==> src/design/spe_pkg.sv <==
package spe_pkg;

  localparam int STORE_DEPTH_DEF = 64;
  localparam int VAL_W = 32;
  localparam int PCT_W = 17;
  localparam int FRAC_BITS = 16;
  localparam logic [PCT_W-1:0] PCT_ONE = 17'h10000;

  typedef enum logic {
    CMD_INSERT = 1'b0,
    CMD_QUERY  = 1'b1
  } command_t;

  typedef struct packed {
    command_t                 command;
    logic signed [VAL_W-1:0]  sample_value;
    logic [PCT_W-1:0]         percent;
  } request_t;

  typedef struct packed {
    logic signed [VAL_W-1:0]  estimate;
    logic [VAL_W-1:0]         samples_seen;
  } result_t;

  typedef enum logic [4:0] {
    S_IDLE,
    S_I_SW,
    S_C_RD0,
    S_C_RD1,
    S_C_WR,
    S_I_PREP,
    S_I_INS,
    S_I_CMP,
    S_I_DONE,
    S_Q_INIT,
    S_Q_ONE,
    S_Q_SIDE,
    S_Q_T,
    S_Q_LO,
    S_Q_HI,
    S_Q_FR,
    S_Q_RN,
    S_Q_ACC,
    S_Q_DIV,
    S_Q_WAIT
  } state_t;

endpackage

==> src/design/spe_ram.sv <==
module spe_ram
  import spe_pkg::*;
#(
  parameter int WIDTH = VAL_W,
  parameter int DEPTH = STORE_DEPTH_DEF
) (
  input  logic                     clk,
  input  logic                     we,
  input  logic [$clog2(DEPTH)-1:0] waddr,
  input  logic [WIDTH-1:0]         wdata,
  input  logic [$clog2(DEPTH)-1:0] raddr,
  output logic [WIDTH-1:0]         rdata
);

  logic [WIDTH-1:0] mem [DEPTH];

  // one write port, registered read port
  always_ff @(posedge clk) begin
    if (we) begin
      mem[waddr] <= wdata;
    end
    rdata <= mem[raddr];
  end

endmodule

==> config.mk <==
export PLATFORM = sky130hd
export DESIGN_NAME = spe_ram
export DESIGN_NICKNAME = d
export VERILOG_FILES = /design/src/design/spe_pkg.sv /design/src/design/spe_ram.sv
export SDC_FILE = /design/constraint.sdc
export NUM_CORES = 2
export LEC_CHECK = 0
export ABC_CLOCK_PERIOD_IN_PS = 5000
export CAP_MARGIN = 40
export CORE_MARGIN = 1
export CORE_UTILIZATION = 60
export DETAILED_ROUTE_END_ITERATION = 8
export DONT_BUFFER_PORTS = 1
export PLACE_DENSITY = 0.76
export SLEW_MARGIN = 5
export SYNTH_ARGS = -nofsm -noshare
export SYNTH_HDL_FRONTEND = slang
export SYNTH_SLANG_ARGS = --single-unit
==> constraint.sdc <==
create_clock -name clk -period 5 [get_ports clk]
set_input_delay 1 -clock clk [delete_from_list [all_inputs] [get_ports clk]]
set_output_delay 1 -clock clk [all_outputs]
set_load 0.01 [all_outputs]
Word-level counts from Yosys, hierarchy flattened
Memory sizes are Yosys's and may differ from the RTL's. A register that Yosys moved wholly into a read port is not among the register bits.
Cells that the tools add are included.

storage, ports and cells
  bits in registers = 0
  bits in writable memories = 2048
  bits of input ports = 46
  output and inout port bits = 32
  logic and storage cells = 3
  memories kept = 1

memories
  memory  words  width  read ports  clocked after Yosys merged registers in  wr ports  line           text
  mem     64     32     1           1                                        1         spe_ram.sv:15  logic [WIDTH-1:0] mem [DEPTH];

cells by class
  mux-type cells = 2

operators with widths
  cell    count
  $mux 1  2

Longest topological paths before layout
  depth in word-level cells = 2
  mapped depth = 10
  mapped depth without buffers = 5

Worst setup path after synthesis
OpenSTA, ideal clock, no wires.

  kind = in2reg
  from = input port waddr[3]
  to = memory mem[48][0] in the netlist's numbering (enable)
  setup time = 0.461 ns
  data arrival time = 3.699 ns
  required time = 4.539 ns
  slack = 0.840 ns
  stages = 4
  buffers on the path = 1
  path through = clkbuf_1 nor2b_1 nand4b_1 nor3_1

RTL lines
  item         line           text
  from (decl)  spe_ram.sv:9   input logic [$clog2(DEPTH)-1:0] waddr,
  to (decl)    spe_ram.sv:15

No word-level cell before the write port.

==> impl_metrics.py <==
metrics = {
    "run_status": {
        "run_status": "finished, final reports clean",
    },
    "floorplan": {
        "placementRows": 132,
        "die_x_um": 364,
        "floorplan.die_area_um2": 132000,
        "start_util_pct": 60.6,
        "floorplan.core_area_um2": 130000,
        "dieHeight_um": 364,
        "boundaryPins": 78,
    },
    "pwr": {
        "swShare_pct": 20.2,
        "share_seq_of_total_power_pct": 55.7,
        "max-vdd-ir-drop_mv": 0.310,
        "power.density_cell_area_nw_per_um2": 399,
        "switching_power_mw": 7.05,
        "power.static_leakage_nw": 27.0,
        "power.clock.fraction_pct": 40.9,
        "power.combinational.fraction_pct": 3.4,
        "internal-power_mw": 27.8,
    },
    "synthesis": {
        "yosys_register_bits": 2080,
        "synth_enable_flop_cells": 2048,
        "seq_area_frac_synth_pct": 79.1,
        "mappedNetlistArea_um2": 78500,
        "syn_inst": 3324,
        "netlist-cell-type-count": 34,
        "synthArstFlopShare_pct": 0,
        "synth_area_per_cell_um2": 23.6,
        "synth-main-ff-cell": "edfxtp_1",
        "yosys_warnings": 0,
        "synthesis.nets": 3370,
    },
    "cts": {
        "clk_latency_ps": 830,
        "clk_pin_slew_ps": 60,
        "cts_hold_buffers": 0,
        "cts_max_level": 4,
        "postCtsSetupBuffers": 0,
        "cts_repair_resize_count": 0,
        "cts-buffers-inserted": 192,
        "clock_tree_from_tritoncts": "done",
        "cts-root-buf": "clkbuf_16",
        "clk_path_buf_depth": 3,
        "clock_sinks": 2080,
    },
    "timing": {
        "finalSetupViolations": 0,
        "max_slew_violation_count": 0,
        "share_of_the_cycle_needed_by_the_critical_path_after_routing_pct": 83.9,
        "finalCriticalPeriod_ps": 4200,
        "worst_clock_skew_ps": 36.4,
        "tns_ps": 0,
        "timing.slew.headroom_pct": 6.89,
        "clock.fmax_mhz": 238,
        "worst_hold_slack_ps": 273,
        "tightest_slew_ps": 1400,
        "finalHoldViolations": 0,
        "rsz0062_at_grt": "no",
    },
    "setup_path": {
        "reg2reg_setup_slack_ps": 2660,
        "crit_type": "in -> reg",
        "timing.reg2reg.worst_path_depth": 4,
        "crit_path_max_fanout": 122,
        "worstPathArrival_ps": 4840,
        "setup.worst_path.start_class": "input port",
        "rr_startpoint": "mem[43][23]$_DFFE_PP_",
        "critical_path.startpoint": "raddr[0]",
        "r2r-end": "rdata[23]$_DFF_P_",
        "timing.critical_path.to_type": "flip-flop",
        "worst-endpoint-required_ps": 5640,
        "setup.worst_path.end": "rdata[4]$_DFF_P_",
    },
    "grt": {
        "first_global_vias": 37700,
        "grt_overflow": 0,
        "initial_antenna_violation_count": 2,
        "grtUsageTotal_pct": 29.2,
        "grt_pass1_wl_um": 271000,
        "grt_start_max_net_pins": 514,
    },
    "route": {
        "remaining_drc_errors": 0,
        "first_iter_violations": 5111,
        "detailroute.via_count": 37000,
        "routed_wirelength_um": 190000,
        "antenna_left": 0,
        "detail_route.wl_per_cell_um": 35.6,
        "drt_pre_antenna_iters": 6,
        "routed_via_density": 6.93,
    },
    "place": {
        "place.detailed.hpwl_um": 103000,
        "placed_cell_area_um2": 81300,
        "gp_congestion": 0.840,
        "post-place-cells": 4978,
        "port-buffer-count": 0,
    },
    "finish": {
        "final_area_um2": 87600,
        "finalNonFillerCells": 5335,
        "design.final.nets": 3483,
        "drive_above_1_share_pct": 27.2,
        "antenna-diode-count": 0,
        "syn2layout_area_growth_pct": 11.5,
    },
    "run": {
        "max_cap_viol_count": 0,
    },
    "hold_path": {
        "worstHoldPathType": "in -> reg",
    },
}
## flip-flops by register name (all words and copies together), names as in the netlist
signal,cells
mem,2048
rdata,32
## metal layers
metal	wire [um]	part of all wire, %	GRT usage, %	vias up
met3	20600	11	6.04	415
met1	67600	36	40.3	19400
met5	0	0	0	-
met4	9200	4.8	13.0	0
li1	-	-	-	14500
met2	92500	49	45.9	2674
## power groups by stage
stage | registers, mW | clock network [mW] | logic [mW]
floorplan | 19.7 | 0 | 0.939
global placement | 19.8 | 0 | 1.01
detailed placement | 19.8 | 0 | 1.03
CTS | 19.4 | 14.4 | 1.06
global route | 19.4 | 15.0 | 1.24
finish | 19.4 | 14.3 | 1.20
## through the flow
stage	util (%)	worst slack, ps	power, mW
after detailed placement	62.7	1580	20.8
after global placement	62.3	1470	20.8
after global routing	67.5	483	35.6
after floorplan	-	840	20.7
after CTS	67.4	2430	34.9
final	67.5	803	34.9
## kinds of logic after synthesis
family / Yosys count / synth area share, %
and+or+nand+nor: 223 / 1.27
AOI/OAI and AO/OA: 202 / 1.67
DFF: 2080 / 79.1
buffers and inverters: 182 / 1.13
muxes: 637 / 16.8
## worst min path at each step
stage / from / endpoint / slack (ps) / cells past startpoint
finish: wdata[16] / mem[55][16]$_DFFE_PP_ / 270 / 0
global route: wdata[16] / mem[54][16]$_DFFE_PP_ / 240 / 0
floorplan: mem[12][17]$_DFFE_PP_ / rdata[17]$_DFF_P_ / 660 / 4
global placement: mem[13][8]$_DFFE_PP_ / rdata[8]$_DFF_P_ / 750 / 4
CTS: wdata[22] / mem[31][22]$_DFFE_PP_ / 230 / 0
detailed placement: mem[12][8]$_DFFE_PP_ / rdata[8]$_DFF_P_ / 750 / 4
## layout by cell type, fill, tap and decap left out, types with 14 or more instances in the layout
cell type and count:
nor2_1 75, nor2b_1 15, mux4_2 544, o22ai_1 84
a21oi_1 62, bufinv_16 14, buf_4 70, clkbuf_16 196
edfxtp_1 2048, clkbuf_1 35, nand2_1 26, mux2i_1 93
clkinv_2 32, nor2_4 62, buf_12 16, clkinv_1 50
o221ai_1 27, dfxtp_1 32
## worst max-delay path, stage by stage
cell and delay [ps]:
buf_16 400, buf_16 570, buf_16 690, mux4_2 600
mux2i_1 160, nor2_1 120, o32ai_1 860, nor3_1 130
## cell type report
type                            count  area, um2
Multi-Input combinational cell   1062      16000
Fill cell                        7386      42100
Tap cell                         1742       2180
Clock inverter                    115        981
Timing Repair Buffer              101       1200
Clock buffer                      235       5090
Sequential cell                  2080      62100
## cell usage after synthesis (all sizes together), types with 3 or more instances
library cell  instances  area share, %
mux4                544             16
clkbuf               74           0.35
buf                 108           0.77
nand3b                5          0.048
and3                  4          0.032
nand2                26           0.12
o221ai               27           0.30
mux2i                93            1.2
nand3                 5          0.032
nor3                  7          0.045
o22ai                84           0.67
a21oi                62           0.40
a22oi                12           0.11
nor2                137           0.65
or3                   3          0.024
a311oi                8          0.089
edfxtp             2048             78
nand2b                8          0.064
o32ai                 4          0.045
or2                   3          0.024
dfxtp                32           0.82
nor2b                15           0.12
a41o                  4          0.051
or3b                  5          0.056
Power figures use the tool's default switching activity.
