===== src/design/spe_pkg.sv =====
package spe_pkg;

  localparam int STORE_DEPTH_DEF = 64;
  localparam int VAL_W = 32;
  localparam int PCT_W = 17;
  localparam int FRAC_BITS = 16;
  localparam logic [PCT_W-1:0] PCT_ONE = 17'h10000;

  typedef enum logic {
    CMD_INSERT = 1'b0,
    CMD_QUERY  = 1'b1
  } command_t;

  typedef struct packed {
    command_t                 command;
    logic signed [VAL_W-1:0]  sample_value;
    logic [PCT_W-1:0]         percent;
  } request_t;

  typedef struct packed {
    logic signed [VAL_W-1:0]  estimate;
    logic [VAL_W-1:0]         samples_seen;
  } result_t;

  typedef enum logic [4:0] {
    S_IDLE,
    S_I_SW,
    S_C_RD0,
    S_C_RD1,
    S_C_WR,
    S_I_PREP,
    S_I_INS,
    S_I_CMP,
    S_I_DONE,
    S_Q_INIT,
    S_Q_ONE,
    S_Q_SIDE,
    S_Q_T,
    S_Q_LO,
    S_Q_HI,
    S_Q_FR,
    S_Q_RN,
    S_Q_ACC,
    S_Q_DIV,
    S_Q_WAIT
  } state_t;

endpackage


===== src/design/spe_div.sv =====
module spe_div
  import spe_pkg::*;
#(
  parameter int NUM_W = 44,
  parameter int DEN_W = 12
) (
  input  logic             clk,
  input  logic             rst,
  input  logic             start,
  input  logic [NUM_W-1:0] dividend,
  input  logic [DEN_W-1:0] divisor,
  output logic [NUM_W-1:0] quotient,
  output logic             done
);

  localparam int CNT_W = $clog2(NUM_W + 1);

  logic [DEN_W-1:0] rem;
  logic [DEN_W-1:0] dsr;
  logic [CNT_W-1:0] cnt;
  logic             run;
  logic [DEN_W:0]   trial;
  logic             fits;

  // restoring step, one quotient bit a cycle
  assign trial = {rem, quotient[NUM_W-1]};
  assign fits  = trial >= {1'b0, dsr};

  always_ff @(posedge clk) begin
    if (rst) begin
      run  <= 1'b0;
      done <= 1'b0;
      cnt  <= '0;
    end else begin
      done <= 1'b0;
      if (start) begin
        run      <= 1'b1;
        cnt      <= CNT_W'(NUM_W);
        rem      <= '0;
        dsr      <= divisor;
        quotient <= dividend;
      end else if (run) begin
        rem      <= fits ? DEN_W'(trial - {1'b0, dsr}) : DEN_W'(trial);
        quotient <= {quotient[NUM_W-2:0], fits};
        cnt      <= cnt - 1'b1;
        if (cnt == CNT_W'(1)) begin
          run  <= 1'b0;
          done <= 1'b1;
        end
      end
    end
  end

endmodule


===== config.mk =====
export PLATFORM = sky130hd
export DESIGN_NAME = spe_div
export DESIGN_NICKNAME = d
export VERILOG_FILES = /design/src/design/spe_pkg.sv /design/src/design/spe_div.sv
export SDC_FILE = /design/constraint.sdc
export NUM_CORES = 1
export LEC_CHECK = 0
export ABC_AREA = 1
export BUFFER_PORTS_ARGS = -buffer_cell sky130_fd_sc_hd__buf_2
export CELL_PAD_IN_SITES_DETAIL_PLACEMENT = 1
export CELL_PAD_IN_SITES_GLOBAL_PLACEMENT = 1
export CORE_MARGIN = 5
export CORE_UTILIZATION = 42
export DETAILED_ROUTE_END_ITERATION = 10
export PLACE_DENSITY = 0.89
export SLEW_MARGIN = 20
export SYNTH_ARGS = -nofsm -noshare
export SYNTH_HDL_FRONTEND = slang
export SYNTH_SLANG_ARGS = --single-unit

===== constraint.sdc =====
create_clock -name clk -period 9.9 [get_ports clk]
set_input_delay 1.98 -clock clk [delete_from_list [all_inputs] [get_ports clk]]
set_output_delay 1.98 -clock clk [all_outputs]
set_load 0.05 [all_outputs]

# --- Word-level counts from Yosys, hierarchy flattened ---
# Index checks and enable logic that the tools add are counted.
word_totals:
  regBits: 76
  out_inout_bits: 45
  wordCells: 28
classes:
  n_addsub: 2
  n_lt_le_gt_ge: 1
  eq_ne: 1
  mux: 10
  bitwise: 2
  reduce_logical: 5
ops:
  columns: ["cell", "count"]
  rows:
  - ["2-to-1 mux 44 bit", 2]
  - ["2-to-1 mux 12 bit", 2]
  - ["greater-or-equal comparator 13 x 12 -> 1 bit", 1]
  - ["2-to-1 mux 6 bit", 2]
  - ["subtractor 12 bit", 1]
  - ["equality test 6 x 1 -> 1 bit (second input constant)", 1]
  - ["subtractor 6 x 1 -> 6 bit (second input constant)", 1]
  - ["2-to-1 mux 1 bit", 4]
  - ["AND reduction 2 bit", 2]
  - ["OR reduction 3 bit", 1]
  - ["inverter 1 bit", 2]
  - ["nonzero test 2 bit", 1]
  - ["OR reduction 2 bit", 1]

# --- Logic depth before layout (Yosys ltp) ---
# Gate-level depths: netlist of the first run.
depth:
  word_depth: 4
  depth_mapped: 13
  depth_no_buf: 13

# --- Least setup slack after synthesis of the first run ---
# Ideal clock, no wire load.
synth_path:
  path_type: "input port to flip-flop"
  start: "input start"
  end: "register quotient[0], enable pin"
  setup_time_ns: 0.491
  t_arrival_ns: 4.832
  required_ns: 9.409
  path_slack_ns: 4.577
  stages: 2
  path_buffers: 0
  path_cell_list: "inv_1 -> a21oi_1"
synth_via:
  elab_chain_len: 2
synth_lines:
  columns: ["element", "line_no", "source"]
  rows:
  - ["from (decl)", "spe_div.sv:9", "input logic start,"]
  - ["nonzero test 2 bit (no line)", null, null]
  - ["AND reduction 2 bit (no line)", null, null]
  - ["to (signal assigned)", "spe_div.sv:41", "quotient <= dividend;"]
  - ["to (signal assigned)", "spe_div.sv:44", "quotient <= {quotient[NUM_W-2:0], fits};"]
  - ["to (decl)", "spe_div.sv:12", "output logic [NUM_W-1:0] quotient,"]
# Every way passes these cells.
# A chain may end at the register's enable or synchronous reset.

# --- Final worst setup path of the first run ---
layout_path:
  start: "input start"
  end: "register quotient[4], enable pin"
# The elaborated chain is that of the path after synthesis.

==> impl_metrics.tcl, run 1 <==
set metrics [dict create \
    worstPathArrival_ps 4690 \
    avgSynthCellArea_sq_um 8.638 \
    grt_max_degree 50 \
    grt-ovfl-total 0 \
    diodes 0 \
    cts_sinks 76 \
    grt_usage_pct 21.85 \
    ir_worst_vdd_uv 104.5 \
    status "finished, final reports clean" \
    wire_per_inst_um 17.26 \
    rows 35 \
    grt_pass1_vias 3962 \
    ys_types 34 \
    fillCellCount 1140 \
    yosys_warnings 0 \
    synth_cells 468 \
    worstSetupPathType "primary input to flop" \
    routed_via_density 5.085 \
    cts_root_buf "clkbuf_8" \
    cts_buffers 9 \
    fin_crit_sh_pct 47.57 \
    h-tree-depth 3 \
    ys_ff_latch 76 \
    gp_congestion 0.8245 \
    dp_hpwl_mm 9.000 \
    cts_max_path_buffers 2 \
    dieHeight_um 108.1 \
    path_buf_inv 4 \
    grt_pass1_wl_mm 19.64 \
    pin_count 104 \
    ant_nets 0 \
    path_cells "buf_2 -> clkinv_1 -> buf_4 -> a21oi_4 -> buf_4" \
    cp_max_fo 49 \
    max_slew_margin_pct 42.14 \
    die_area_sq_um 11690 \
    core_sq_um 9328 \
    drcViolationCount 0 \
    synthesis.nets 542 \
    required_ps 9880 \
    setup_viol_count_final 0 \
    layout-drive-gt1-share_pct 25.65 \
    synth.top_cell.area_share_pct 50.51 \
    setup_tns_ps 0 \
    routed_wl_mm 12.19 \
    cts_tree "yes" \
    first_pass_iters 4 \
    dr_total_vias 3590 \
    synth-seq-area-share_pct 54.47 \
    cp-start-kind "primary input" \
    layout.nets 646 \
    stdcell_count 706 \
    initial_core_util_pct 43.34 \
    design_area_sq_um 4857 \
    syn-cell-area_sq_um 4043 \
    hold-worst-slack_ps 539.0 \
    insertion_delay_ps 350 \
    skew_ps 12.88 \
    path_common_cell "buf_4" \
    hold_violations 0 \
    netlist_top_cells_area "edfxtp_1, nand2_1, inv_1" \
    end_kind "flop" \
    tightestPinTransition_ps 868.0 \
    fmax_mhz 212.3 \
    syn2layout_area_growth_pct 20.15 \
    fp.dieW_um 108.1 \
    leakage_uw 0.002413 \
    placed_cells 690 \
    synth_area_leader_cell "edfxtp_1" \
    hold_path_class "flop to flop" \
    slew_viol_final 0 \
    cts_resized 0 \
    critPathTopFamily "buffers and inverters" \
    cp_slowest_cell "buf_2" \
    path_clk_slew_ps 80 \
    cap_viol_max_count 0 \
    grt_setup_unrepaired "false" \
    powerDensity_nw_per_um2 168.7 \
    placed_area_sq_um 4683 \
    cpPeakStageDelay_ps 660 \
    antenna_found_initial 0 \
    fin_crit_ps 4710 \
    initialDrtViolationCount 168 \
    cts_setup_buffers 0 \
    postCtsHoldBufs 0 \
    numPortBuffers 103 \
]
==> per-stage QoR <==
step	utilization (%)	setup WS [ps]	total power, uW
floorplan	-	4577	549.2
global placement	50.21	4959	596.2
detailed placement	50.21	4884	609.4
CTS	52.05	5222	821.3
global route	52.07	4945	861.0
finish	52.07	5190	819.2
==> logic make-up after synthesis <==
kind of cell / after synthesis / synth area share [%]
AND/OR/NAND/NOR: 292 / 30.86
flip-flops: 76 / 54.47
buffers and inverters: 67 / 6.654
adder cells (fa/ha/maj): 15 / 4.828
AO/OA/AOI/OAI: 14 / 2.321
XOR/XNOR: 4 / 0.8668
==> synthesized netlist by cell type, drive strengths merged <==
| cell | n |
|---|---|
| nand2 | 217 |
| edfxtp | 68 |
| inv | 55 |
| nor2 | 43 |
| nand3 | 15 |
| ha | 14 |
| clkbuf | 9 |
| dfxtp | 8 |
| a21oi | 7 |
| nand4 | 6 |
| nand3b | 5 |
| nor3 | 5 |
| buf | 3 |
| xnor2 | 3 |
| o21ai | 2 |
| o31ai | 2 |
| a211oi | 1 |
| a21boi | 1 |
| fa | 1 |
| nor4 | 1 |
| o21a | 1 |
| xor2 | 1 |
==> routing by layer <==
metal,vias up,share of wire (%),track usage [%]
met1,1729,41,25.76
met4,0,2.6,8.476
met3,27,5.8,5.015
met5,-,0,0
met2,144,51,38.59
li1,1690,-,-
==> path summary, 6_finish.rpt <==
check | start | to | slack (ps) | cells after the start
worst min register to register | cnt[1] | cnt[1] | 540 | 2
worst max register to register | rem[7] | rem[11] | 7620 | 8
worst min-delay path | cnt[1] | cnt[1] | 540 | 2
worst max-delay path | start | quotient[4] | 5190 | 5
==> where the power goes <==
part	total, uW	leakage [uW]	switching, uW	internal (uW)
Sequential	395	0.000719	15.6	379
Combinational	211	0.00161	150	60.9
Clock	214	0.0000868	115	98.2
==> registers in the layout (all words and copies together), names as in the netlist <==
name and count:
quotient 44, dsr 12, rem 12, cnt 6
done 1, run 1
==> worst register-to-register path: stages (launching register included) <==
cell and delay (ps):
edfxtp_1 440, ha_1 410, nand2_1 140, nor3_2 210
nand3_2 150, nand3_4 280, inv_1 170, nor2_1 170
nor2_1 70
==> cell type report <==
class	count	area, sq um	area share (%)
well taps	129	161.4	3.323
flip-flops and latches	76	2202	45.34
clock buffers	12	145.1	2.988
multi-input cells	325	1585	32.64
clock inverters	4	26.28	0.5410
repair buffers	105	530.5	10.92
inverters	55	206.4	4.250
==> cells in the final DEF, fill, tap and decap left out, types with 6 or more instances in the layout <==
master    count
nand2_1     212
edfxtp_1     68
inv_1        50
buf_2       103
dfxtp_1       8
nand3_1      12
ha_1         14
clkbuf_8     10
nor2_2       11
nor2_1       30
nand4_1       6
No activity file was read; power rests on OpenSTA's default activity.
==> run 2, diff against run 1 <==
--- a/config.mk
+++ b/config.mk
@@ -10,9 +10,9 @@
 export CELL_PAD_IN_SITES_DETAIL_PLACEMENT = 1
 export CELL_PAD_IN_SITES_GLOBAL_PLACEMENT = 1
 export CORE_MARGIN = 5
-export CORE_UTILIZATION = 42
+export CORE_UTILIZATION = 39
 export DETAILED_ROUTE_END_ITERATION = 10
-export PLACE_DENSITY = 0.89
+export PLACE_DENSITY = 0.84
 export SLEW_MARGIN = 20
 export SYNTH_ARGS = -nofsm -noshare
 export SYNTH_HDL_FRONTEND = slang
==> constraint.sdc (replaced) <==
create_clock -name clk -period 4.8 [get_ports clk]
set_input_delay 0.96 -clock clk [delete_from_list [all_inputs] [get_ports clk]]
set_output_delay 0.96 -clock clk [all_outputs]
set_load 0.05 [all_outputs]
==> run 2 against run 1 <==
Against the previous run: non-clock buffer count grew 2; core utilization shrank 4.0 points; register-to-register slack lost 5100 ps; highest routed layer unchanged; via count shrank 3.0%; sequential power grew 110%.
==> impl_metrics.tcl, run 2 (same netlist as run 1, synthesis figures left out) <==
set metrics [dict create \
    cts_max_path_buffers 2 \
    cp_slowest_cell "edfxtp_1" \
    end_kind "flop" \
    fillCellCount 1234 \
    cts_buffers 9 \
    hold_violations 0 \
    die_area_sq_um 12500 \
    hold-worst-slack_ps 539.5 \
    status "finished, final reports clean" \
    top_register "quotient" \
    worstSetupPathType "flop to flop" \
    cap_viol_max_count 0 \
    grt-ovfl-total 0 \
    cts_setup_buffers 0 \
    grt_max_degree 53 \
    postCtsHoldBufs 0 \
    core_sq_um 10230 \
    fmax_mhz 444.3 \
    cts_resized 0 \
    powerDensity_nw_per_um2 360.6 \
    ir_worst_vdd_uv 201.7 \
    p_int_uw 1217 \
    layout.nets 648 \
    drcViolationCount 0 \
    design_area_sq_um 4920 \
    fin_util_pct 48.09 \
    dp_hpwl_mm 8.541 \
    final_common_cell "nand2_1" \
    seq_power_share_pct 45.9 \
    worstPathArrival_ps 2330 \
    wire_per_inst_um 15.89 \
    initialDrtViolationCount 150 \
    layout_common_cells "nand2_1, buf_2, edfxtp_1" \
    antenna_found_initial 0 \
    cts_sinks 76 \
    placed_area_sq_um 4707 \
    clockPowerShare_pct 30.1 \
    cts_tree "yes" \
    slew_viol_final 0 \
    setup_viol_count_final 0 \
    first_pass_iters 6 \
    fin_crit_sh_pct 46.89 \
    skew_ps 12.88 \
    insertion_delay_ps 350 \
    gp_congestion 0.7916 \
    setup_tns_ps 0 \
    cpPeakStageDelay_ps 430 \
    fp.dieW_um 111.8 \
    sw_frac_of_total_pct 31.38 \
    grt_setup_unrepaired "false" \
    cp_max_fo 19 \
    dr_total_vias 3484 \
    p_comb_share_pct 24.1 \
    pin_count 104 \
    hold_path_class "flop to flop" \
    pre_cts_slack_ps 2214 \
    routed_wl_mm 11.36 \
    layout_setup_ws_ps 2549 \
    routed_via_density 4.873 \
    path_cells "ha_1 -> nand2_1 -> nand2_1 -> inv_1 -> nand2_2 -> a21oi_4 -> nand3_4 -> inv_1 -> o21ai_1" \
    required_ps 4880 \
    ant_nets 0 \
    syn2layout_area_growth_pct 21.70 \
    dieHeight_um 111.8 \
    grt_usage_pct 18.40 \
    path_clk_slew_ps 80 \
    h-tree-depth 3 \
    cp-start-kind "flop" \
    layout-drive-gt1-share_pct 25.39 \
    grt_pass1_wl_mm 18.58 \
    rows 37 \
    leakage_uw 0.002445 \
    initial_core_util_pct 39.51 \
    grt_pass1_vias 3919 \
    max_slew_margin_pct 54.15 \
    switchingPower_uw 556.7 \
    top_regs "quotient x44, dsr x12, rem x12" \
    cts_root_buf "clkbuf_8" \
    fin_crit_ps 2251 \
    largest_reg_flops 44 \
    numPortBuffers 103 \
    tightestPinTransition_ps 687.7 \
    diodes 0 \
]
-- run 2: final cells by class --
| cell class | instances | area [sq um] | area share [%] |
|---|---|---|---|
| Tap cell | 136 | 170.2 | 3.459 |
| Multi-Input combinational cell | 325 | 1583 | 32.17 |
| Clock buffer | 14 | 152.6 | 3.103 |
| Inverter | 55 | 206.4 | 4.196 |
| Clock inverter | 2 | 60.06 | 1.221 |
| Sequential cell | 76 | 2202 | 44.76 |
| Timing Repair Buffer | 107 | 545.5 | 11.09 |
-- run 2: path summary, 6_finish.rpt --
| kind | start | end | cells after the start | slack (ps) |
|---|---|---|---|---|
| min reg2reg | cnt[1] | cnt[1] | 2 | 540 |
| max | rem[7] | quotient[0] | 9 | 2550 |
| max reg2reg | rem[7] | quotient[0] | 9 | 2550 |
| min | cnt[1] | cnt[1] | 2 | 540 |
-- run 2: layer usage --
metal	vias to the layer above	part of all wire, %	global-route usage (%)	routed length, um
met5	-	0	0	0
met4	0	1.5	5.677	167
met3	15	4.9	4.293	562
met2	92	52	33.33	5861
met1	1682	42	21.49	4770
li1	1695	-	-	-
-- run 2: through the flow --
| stage | power [uW] | std cells |
|---|---|---|
| after floorplan | 1133 | 468 |
| after global placement | 1229 | 699 |
| after CTS | 1790 | 715 |
| after detailed placement | 1250 | 699 |
| after global routing | 1863 | 715 |
| final | 1774 | 715 |
-- run 2: critical path, delay by kind of cell (launching register included) --
family / cells / cell delay (ps)
adders and majority gates: 1 / 390
and+or+nand+nor: 4 / 530
AOI/OAI and AO/OA: 2 / 300
buffers and inverters: 2 / 320
DFF: 1 / 430
-- run 2: power groups by stage --
stage,Sequential [uW],Clock (uW),Combinational (uW)
after CTS,813,546,431
after detailed placement,826,0,424
final,814,533,427
after global routing,818,573,472
after global placement,825,0,403
after floorplan,907,0,226
